==> config.mk <==
export PLATFORM = sky130hd
export DESIGN_NAME = sparse_poly_multiply_sorted
export DESIGN_NICKNAME = d
export VERILOG_FILES = /design/src/rtl/spm_pkg.sv /design/src/rtl/spm_term_store.sv /design/src/rtl/spm_pair_scan.sv /design/src/rtl/sparse_poly_multiply_sorted.sv
export SDC_FILE = /design/constraint.sdc
export NUM_CORES = 2
export LEC_CHECK = 0
export ABC_AREA = 1
export CAP_MARGIN = 30
export CORE_MARGIN = 2
export CORE_UTILIZATION = 40
export CTS_BUF_LIST = sky130_fd_sc_hd__clkbuf_4 sky130_fd_sc_hd__clkbuf_8 sky130_fd_sc_hd__clkbuf_16
export DETAILED_ROUTE_END_ITERATION = 8
export DONT_BUFFER_PORTS = 1
export PLACE_DENSITY_LB_ADDON = 0.1
export SLEW_MARGIN = 20
export SYNTH_ARGS = -nofsm -noshare
export SYNTH_HDL_FRONTEND = slang
export SYNTH_SLANG_ARGS = --single-unit
==> constraint.sdc <==
create_clock -name clk -period 8.9 [get_ports clk]
set_input_delay 0.89 -clock clk [delete_from_list [all_inputs] [get_ports clk]]
set_output_delay 0.89 -clock clk [all_outputs]
set_load 0.1 [all_outputs]
==> src/rtl/spm_pkg.sv <==
// ----------------------------------------------------------------------------
// Sparse polynomial multiplier package
// Request and result types, term store types and control structs.
// ----------------------------------------------------------------------------
package spm_pkg;

  localparam logic [1:0] OP_LOAD_A = 2'd0;
  localparam logic [1:0] OP_LOAD_B = 2'd1;
  localparam logic [1:0] OP_MUL    = 2'd2;

  typedef struct packed {
    logic [1:0]         op;
    logic signed [15:0] coef;
    logic [7:0]         expo;
  } in_req_t;

  typedef struct packed {
    logic signed [31:0] prod_coef;
    logic [8:0]         prod_expo;
    logic               zero_poly;
    logic               overflow;
    logic               last;
  } out_res_t;

  typedef struct packed {
    logic signed [15:0] coef;
    logic [7:0]         expo;
  } term_t;

  typedef struct packed {
    logic we;
    logic inc;
    logic clear;
  } store_ctl_t;

  typedef struct packed {
    logic init;
    logic restart;
    logic step;
    logic commit;
  } scan_ctl_t;

endpackage

==> src/rtl/spm_term_store.sv <==
// ----------------------------------------------------------------------------
// Sparse polynomial term store
// Register file of terms with one write port, one read port and a fill count.
// ----------------------------------------------------------------------------
module spm_term_store import spm_pkg::*; #(
  parameter int unsigned MAX_TERMS = 8,
  localparam int unsigned IW = (MAX_TERMS > 1) ? $clog2(MAX_TERMS) : 1,
  localparam int unsigned CW = $clog2(MAX_TERMS + 1)
) (
  input  logic            clk,
  input  logic            rst_n,
  input  store_ctl_t      ctl,
  input  logic [IW-1:0]   wr_idx,
  input  term_t           wr_term,
  input  logic [IW-1:0]   rd_idx,
  output term_t           rd_term,
  output logic [CW-1:0]   count
);

  term_t         mem_r [MAX_TERMS];
  logic [CW-1:0] count_r;
  logic [CW-1:0] count_nxt;

  always_ff @(posedge clk) begin
    if (ctl.we) begin
      mem_r[wr_idx] <= wr_term;
    end
  end

  always_comb begin
    count_nxt = count_r;
    if (ctl.clear) begin
      count_nxt = '0;
    end else if (ctl.inc) begin
      count_nxt = count_r + CW'(1);
    end
  end

  always_ff @(posedge clk) begin
    if (!rst_n) begin
      count_r <= '0;
    end else begin
      count_r <= count_nxt;
    end
  end

  assign rd_term = mem_r[rd_idx];
  assign count   = count_r;

endmodule

==> src/rtl/spm_pair_scan.sv <==
// ----------------------------------------------------------------------------
// Sparse polynomial pair scan unit
// Shared exponent adder and key comparator that picks the next product term.
// ----------------------------------------------------------------------------
module spm_pair_scan import spm_pkg::*; #(
  parameter int unsigned MAX_TERMS = 8,
  localparam int unsigned IW = (MAX_TERMS > 1) ? $clog2(MAX_TERMS) : 1,
  localparam int unsigned KW = 9 + 2 * IW
) (
  input  logic          clk,
  input  logic          rst_n,
  input  scan_ctl_t     ctl,
  input  logic [7:0]    expo_a,
  input  logic [7:0]    expo_b,
  input  logic [IW-1:0] idx_a,
  input  logic [IW-1:0] idx_b,
  output logic [IW-1:0] best_a,
  output logic [IW-1:0] best_b,
  output logic [8:0]    best_expo
);

  // A key orders products by exponent, then by formation order.
  logic [KW-1:0] cand;
  logic [KW-1:0] best_r;
  logic [KW-1:0] prev_r;
  logic          first_r;
  logic          found_r;
  logic          take;

  assign cand = {9'(expo_a) + 9'(expo_b), idx_a, idx_b};
  assign take = ctl.step && (first_r || (cand < prev_r)) && (!found_r || (cand > best_r));

  always_ff @(posedge clk) begin
    if (take) begin
      best_r <= cand;
    end
    if (ctl.commit) begin
      prev_r <= best_r;
    end
  end

  always_ff @(posedge clk) begin
    if (!rst_n) begin
      first_r <= 1'b1;
      found_r <= 1'b0;
    end else begin
      if (ctl.init) begin
        first_r <= 1'b1;
      end else if (ctl.commit) begin
        first_r <= 1'b0;
      end
      if (ctl.restart) begin
        found_r <= 1'b0;
      end else if (take) begin
        found_r <= 1'b1;
      end
    end
  end

  assign best_expo = best_r[KW-1 -: 9];
  assign best_a    = best_r[2*IW-1 -: IW];
  assign best_b    = best_r[IW-1:0];

endmodule

==> src/rtl/sparse_poly_multiply_sorted.sv <==
// ----------------------------------------------------------------------------
// Sparse polynomial multiplier with sorted term stores
// A load walks down from the fill count, one compare per cycle. A multiply
// scans all n1*n2 pairs once per result with the shared adder and
// comparator, then multiplies the chosen pair in S_MUL, and the result
// waits in S_EMIT for the handshake. An empty store gives one zero result.
// Synchronous active-low reset empties both stores and clears the drop flag.
// ----------------------------------------------------------------------------
module sparse_poly_multiply_sorted import spm_pkg::*; #(
  parameter int unsigned MAX_TERMS = 8
) (
  input  logic     clk,
  input  logic     rst_n,
  input  logic     in_valid,
  output logic     in_ready,
  input  in_req_t  in_data,
  output logic     out_valid,
  input  logic     out_ready,
  output out_res_t out_data
);

  localparam int unsigned IW = (MAX_TERMS > 1) ? $clog2(MAX_TERMS) : 1;
  localparam int unsigned CW = $clog2(MAX_TERMS + 1);
  localparam int unsigned RW = 2 * CW;

  typedef enum logic [4:0] {
    S_IDLE = 5'b00001,
    S_LOAD = 5'b00010,
    S_SCAN = 5'b00100,
    S_MUL  = 5'b01000,
    S_EMIT = 5'b10000
  } state_t;

  state_t        state_r, state_nxt;
  logic          sel_r, sel_nxt;
  logic [IW-1:0] ptr_r, ptr_nxt;
  term_t         new_r, new_nxt;
  logic [IW-1:0] si_r, si_nxt;
  logic [IW-1:0] sj_r, sj_nxt;
  logic [RW-1:0] rem_r, rem_nxt;
  logic          dropped_r, dropped_nxt;
  out_res_t      out_r, out_nxt;

  store_ctl_t    ctl_a, ctl_b;
  scan_ctl_t     scan_ctl;
  logic [IW-1:0] rd_idx_a, rd_idx_b;
  term_t         rd_a, rd_b;
  logic [CW-1:0] count_a, count_b;
  logic [IW-1:0] best_a, best_b;
  logic [8:0]    best_expo;
  term_t         ld_term;
  logic          ld_we, ld_inc, clear_all;
  term_t         walk_term;
  logic [CW-1:0] count_sel;
  logic signed [31:0] prod;

  assign walk_term = sel_r ? rd_b : rd_a;
  assign count_sel = (in_data.op == OP_LOAD_B) ? count_b : count_a;
  assign prod      = $signed(rd_a.coef) * $signed(rd_b.coef);

  always_comb begin
    state_nxt   = state_r;
    sel_nxt     = sel_r;
    ptr_nxt     = ptr_r;
    new_nxt     = new_r;
    si_nxt      = si_r;
    sj_nxt      = sj_r;
    rem_nxt     = rem_r;
    dropped_nxt = dropped_r;
    out_nxt     = out_r;
    ld_we       = 1'b0;
    ld_inc      = 1'b0;
    ld_term     = new_r;
    clear_all   = 1'b0;
    scan_ctl    = '0;
    rd_idx_a    = ptr_r - IW'(1);
    rd_idx_b    = ptr_r - IW'(1);

    unique case (state_r)
      S_IDLE: begin
        if (in_valid) begin
          unique case (in_data.op)
            OP_LOAD_A, OP_LOAD_B: begin
              if (count_sel == CW'(MAX_TERMS)) begin
                dropped_nxt = 1'b1;
              end else begin
                sel_nxt   = (in_data.op == OP_LOAD_B);
                ptr_nxt   = count_sel[IW-1:0];
                new_nxt   = '{coef: in_data.coef, expo: in_data.expo};
                state_nxt = S_LOAD;
              end
            end
            OP_MUL: begin
              if (count_a == '0 || count_b == '0) begin
                out_nxt   = '{prod_coef: '0, prod_expo: '0, zero_poly: 1'b1,
                              overflow: dropped_r, last: 1'b1};
                rem_nxt   = RW'(1);
                state_nxt = S_EMIT;
              end else begin
                rem_nxt          = RW'(count_a) * RW'(count_b);
                si_nxt           = '0;
                sj_nxt           = '0;
                scan_ctl.init    = 1'b1;
                scan_ctl.restart = 1'b1;
                state_nxt        = S_SCAN;
              end
            end
            default: begin
            end
          endcase
        end
      end
      S_LOAD: begin
        ld_we = 1'b1;
        if (ptr_r == '0 || walk_term.expo > new_r.expo) begin
          ld_term   = new_r;
          ld_inc    = 1'b1;
          state_nxt = S_IDLE;
        end else begin
          ld_term = walk_term;
          ptr_nxt = ptr_r - IW'(1);
        end
      end
      S_SCAN: begin
        rd_idx_a      = si_r;
        rd_idx_b      = sj_r;
        scan_ctl.step = 1'b1;
        if ((CW'(sj_r) + CW'(1)) == count_b) begin
          sj_nxt = '0;
          if ((CW'(si_r) + CW'(1)) == count_a) begin
            state_nxt = S_MUL;
          end else begin
            si_nxt = si_r + IW'(1);
          end
        end else begin
          sj_nxt = sj_r + IW'(1);
        end
      end
      S_MUL: begin
        rd_idx_a  = best_a;
        rd_idx_b  = best_b;
        out_nxt   = '{prod_coef: prod, prod_expo: best_expo, zero_poly: 1'b0,
                      overflow: dropped_r, last: (rem_r == RW'(1))};
        state_nxt = S_EMIT;
      end
      S_EMIT: begin
        if (out_ready) begin
          if (rem_r == RW'(1)) begin
            clear_all   = 1'b1;
            dropped_nxt = 1'b0;
            state_nxt   = S_IDLE;
          end else begin
            rem_nxt          = rem_r - RW'(1);
            si_nxt           = '0;
            sj_nxt           = '0;
            scan_ctl.commit  = 1'b1;
            scan_ctl.restart = 1'b1;
            state_nxt        = S_SCAN;
          end
        end
      end
      default: begin
        state_nxt = S_IDLE;
      end
    endcase
  end

  assign ctl_a = '{we: ld_we && !sel_r, inc: ld_inc && !sel_r, clear: clear_all};
  assign ctl_b = '{we: ld_we && sel_r, inc: ld_inc && sel_r, clear: clear_all};

  always_ff @(posedge clk) begin
    if (!rst_n) begin
      state_r   <= S_IDLE;
      dropped_r <= 1'b0;
    end else begin
      state_r   <= state_nxt;
      dropped_r <= dropped_nxt;
    end
  end

  always_ff @(posedge clk) begin
    sel_r <= sel_nxt;
    ptr_r <= ptr_nxt;
    new_r <= new_nxt;
    si_r  <= si_nxt;
    sj_r  <= sj_nxt;
    rem_r <= rem_nxt;
    out_r <= out_nxt;
  end

  spm_term_store #(.MAX_TERMS(MAX_TERMS)) u_store_a (
    .clk     (clk),
    .rst_n   (rst_n),
    .ctl     (ctl_a),
    .wr_idx  (ptr_r),
    .wr_term (ld_term),
    .rd_idx  (rd_idx_a),
    .rd_term (rd_a),
    .count   (count_a)
  );

  spm_term_store #(.MAX_TERMS(MAX_TERMS)) u_store_b (
    .clk     (clk),
    .rst_n   (rst_n),
    .ctl     (ctl_b),
    .wr_idx  (ptr_r),
    .wr_term (ld_term),
    .rd_idx  (rd_idx_b),
    .rd_term (rd_b),
    .count   (count_b)
  );

  spm_pair_scan #(.MAX_TERMS(MAX_TERMS)) u_scan (
    .clk       (clk),
    .rst_n     (rst_n),
    .ctl       (scan_ctl),
    .expo_a    (rd_a.expo),
    .expo_b    (rd_b.expo),
    .idx_a     (si_r),
    .idx_b     (sj_r),
    .best_a    (best_a),
    .best_b    (best_b),
    .best_expo (best_expo)
  );

  assign in_ready  = (state_r == S_IDLE);
  assign out_valid = (state_r == S_EMIT);
  assign out_data  = out_r;

endmodule
==> flow_metrics.env <==
export IMPL_holdPathEnd="new_r[10]"
export IMPL_synth_edff_count=500
export IMPL_wire_per_inst_microns=22.0
export IMPL_cp_start_kind="register"
export IMPL_seq_area_frac_synth_pct=45.3
export IMPL_gr_usage_all_layers_pct=23.9
export IMPL_coreArea_sq_um=83700
export IMPL_diodes=0
export IMPL_min_path_type="in2reg"
export IMPL_holdPathStages=0
export IMPL_ctsRootBufferMaster="clkbuf_16"
export IMPL_worstMarginPinSlew_ns=0.992
export IMPL_area_growth_pct=10.6
export IMPL_start_util_pct=40.5
export IMPL_synth_cell_types=48
export IMPL_die_w_microns=295
export IMPL_drt_antenna_violating_nets=0
export IMPL_grt_setup_unrepaired="no"
export IMPL_crit_path_frequent_cell="fa_1"
export IMPL_num_fill_cells=8045
export IMPL_reg2reg_to="out_data[36]"
export IMPL_drtIter0Drc=2034
export IMPL_drv_cap=0
export IMPL_grt_pass1_vias=25500
export IMPL_fin_setup_tns_ns=0
export IMPL_end_kind="register"
export IMPL_hpwl_microns=70300
export IMPL_clockBufferDepth=3
export IMPL_syn_num_nets=3906
export IMPL_path_class="reg2reg"
export IMPL_io_buffers=0
export IMPL_crit_slowest_cell="buf_4"
export IMPL_clk_insertion_delay_late_ns=0.66
export IMPL_yosysTopAreaCell="edfxtp_1"
export IMPL_regToRegSetupSlack_ns=0.42
export IMPL_cts_tree="built"
export IMPL_globalplace_congestion=0.910
export IMPL_final_cells=4627
export IMPL_postSynthCellCount=3460
export IMPL_routed_via_density=5.31
export IMPL_worstPathRequired_ns=9.41
export IMPL_grt_max_degree=98
export IMPL_rows=106
export IMPL_synth_most_common_cell="inv_1"
export IMPL_clock_skew_ns=0.0346
export IMPL_num_io_pins=76
export IMPL_path_clk_slew_ns=0.08
export IMPL_vias=24600
export IMPL_post_route_cells_drive_above_1_share_pct=7.07
export IMPL_clock_sinks=516
export IMPL_final_area_sq_um=37400
export IMPL_fp_dieArea_sq_um=87000
export IMPL_cp_arrival_ns=9.00
export IMPL_yosysWarnings=0
export IMPL_synth_top_cells_by_area="edfxtp_1 44%, fa_1 16%, inv_1 7.0%"
export IMPL_rr_worst_depth=32
export IMPL_final_hold_violation_count=0
export IMPL_place_area_sq_um=35400
export IMPL_grt_overflow=0
export IMPL_syn_mean_instance_area_sq_um=9.79
export IMPL_grt_pass1_wl_microns=155000
export IMPL_slew_headroom_pct=34.0
export IMPL_synth_async_reset_ratio_pct=0
export IMPL_cp_max_fo=38
export IMPL_fmax_mhz=118
export IMPL_synthFlopType="edfxtp_1"
export IMPL_r2r_start="state_r[3]"
export IMPL_ys_seq_elements=516
export IMPL_numCtsBuffers=59
export IMPL_drc=0
export IMPL_htree_levels=2
export IMPL_synth_common_cells="635 x inv_1, 590 x nand2_1, 500 x edfxtp_1"
export IMPL_cp_slowest_stage_delay_ns=0.59
export IMPL_drt_total_wl_microns=102000
export IMPL_syn_cell_area_sq_um=33900
export IMPL_min_period_ns=8.48
export IMPL_yosysTopAreaCellShare_pct=44.3
export IMPL_drv_slew=0
export IMPL_setup_viol=0
export IMPL_fp_dieH_microns=295
export IMPL_hold_start="in_data[10]"
export IMPL_grt_antenna_before_repair=0
export IMPL_seqCellArea_sq_um=15300
export IMPL_post_route_period_util_pct=95.3
export IMPL_firstDrtPassIters=5
export IMPL_hold_worst_slack_ns=0.332
export IMPL_outcome="finished, final reports clean"
export IMPL_multi_input_area_sq_um=15500
export IMPL_place_inst=4516
export IMPL_nets=3893
==> critical path, delay by kind of cell, from the launching register on <==
kind	cells	cell delay [ns]
adders and majority gates	7	3.35
and+or+nand+nor	16	3.25
buffers and inverters	7	1.16
DFF	1	0.37
AOI/OAI and AO/OA	2	0.21
==> repair_timing <==
action                                  4_1_cts  5_1_grt
setup buffers                                 0        2
endpoints found under the setup margin        0        7
gates resized for setup                       0        6
hold buffers                                  0        0
endpoints found under the hold margin         0        0
==> how the worst max path moves through the flow <==
stage                     depth (start not counted)       start  slack (ns)      endpoint
after global routing                             32  state_r[3]        0.02  out_data[36]
after floorplan                                  27    ptr_r[0]        2.11  out_data[42]
after CTS                                        29  state_r[0]        0.08  out_data[36]
after detailed placement                         29  state_r[0]        0.07  out_data[36]
final                                            32  state_r[3]        0.42  out_data[36]
after global placement                           29  state_r[0]        0.16  out_data[34]
==> per-stage QoR <==
step	setup slack, ns	utilization (%)
6_report	0.419	44.7
5_1_grt	0.0204	44.7
4_1_cts	0.0763	44.7
3_5_place_dp	0.0671	42.3
3_3_place_gp	0.160	42.0
2_1_floorplan	2.11	-
==> routing by layer <==
| layer | global-route usage, % | up-vias | routed length (microns) |
|---|---|---|---|
| li1 | - | 11300 | - |
| met3 | 5.18 | 156 | 7540 |
| met2 | 39.6 | 837 | 48200 |
| met4 | 7.18 | 0 | 3100 |
| met5 | 0 | - | 0 |
| met1 | 31.4 | 12300 | 42800 |
==> kinds of logic (layout without fill, tap and decap cells) <==
family,count (synthesis),after routing,share of synthesized area (%)
and+or+nand+nor,1489,1490,19.8
buffers and inverters,802,834,9.50
DFF,516,516,45.3
adders and majority gates,416,416,21.3
AOI/OAI and AO/OA,205,205,3.32
xor gates and xnor gates,31,31,0.802
muxes,1,1,0.0296
==> area by class of cell <==
type	instances	area share (%)
Multi-Input combinational cell	2143	41.5
Sequential cell	516	41.0
Clock inverter	29	0.889
Timing Repair Buffer	64	1.87
Inverter	663	6.65
Tap cell	1134	3.79
Clock buffer	78	4.37
==> cell usage in the layout (no fill, tap or decap), types with 4 or more instances in the layout <==
master / synthesis / routed
inv_1: 635 / 634
nand2_1: 590 / 586
edfxtp_1: 500 / 500
nand3_1: 466 / 464
fa_1: 267 / 267
nor2_1: 242 / 226
ha_1: 149 / 149
nand4_1: 113 / 113
a21oi_1: 105 / 105
o21ai_0: 65 / 65
clkbuf_16: 0 / 60
buf_4: 26 / 45
inv_2: 27 / 27
nand3b_1: 23 / 23
nand2_2: 21 / 22
nor2_4: 2 / 18
clkbuf_4: 0 / 18
xor2_1: 17 / 17
dfxtp_1: 16 / 16
buf_12: 0 / 15
xnor2_1: 14 / 14
o21a_1: 10 / 10
nor3_1: 11 / 10
clkinv_2: 0 / 10
clkinv_1: 1 / 10
and2_1: 8 / 8
bufinv_16: 0 / 6
nand3_2: 4 / 4
o211ai_1: 4 / 4
o21bai_1: 4 / 4
==> sequential cells by signal, indices dropped and copies added (netlist names), 3 cells and up <==
name	cells
u_scan.prev_r	15
state_r	5
sj_r	3
u_store_b.mem_r	192
u_store_a.mem_r	192
rem_r	8
u_store_b.count	4
out_data	44
u_scan.best_r	15
ptr_r	3
si_r	3
u_store_a.count	4
new_r	24
Power is not shown: default switching activity piles up to over one toggle a cycle in this logic, so the estimate is an artifact.
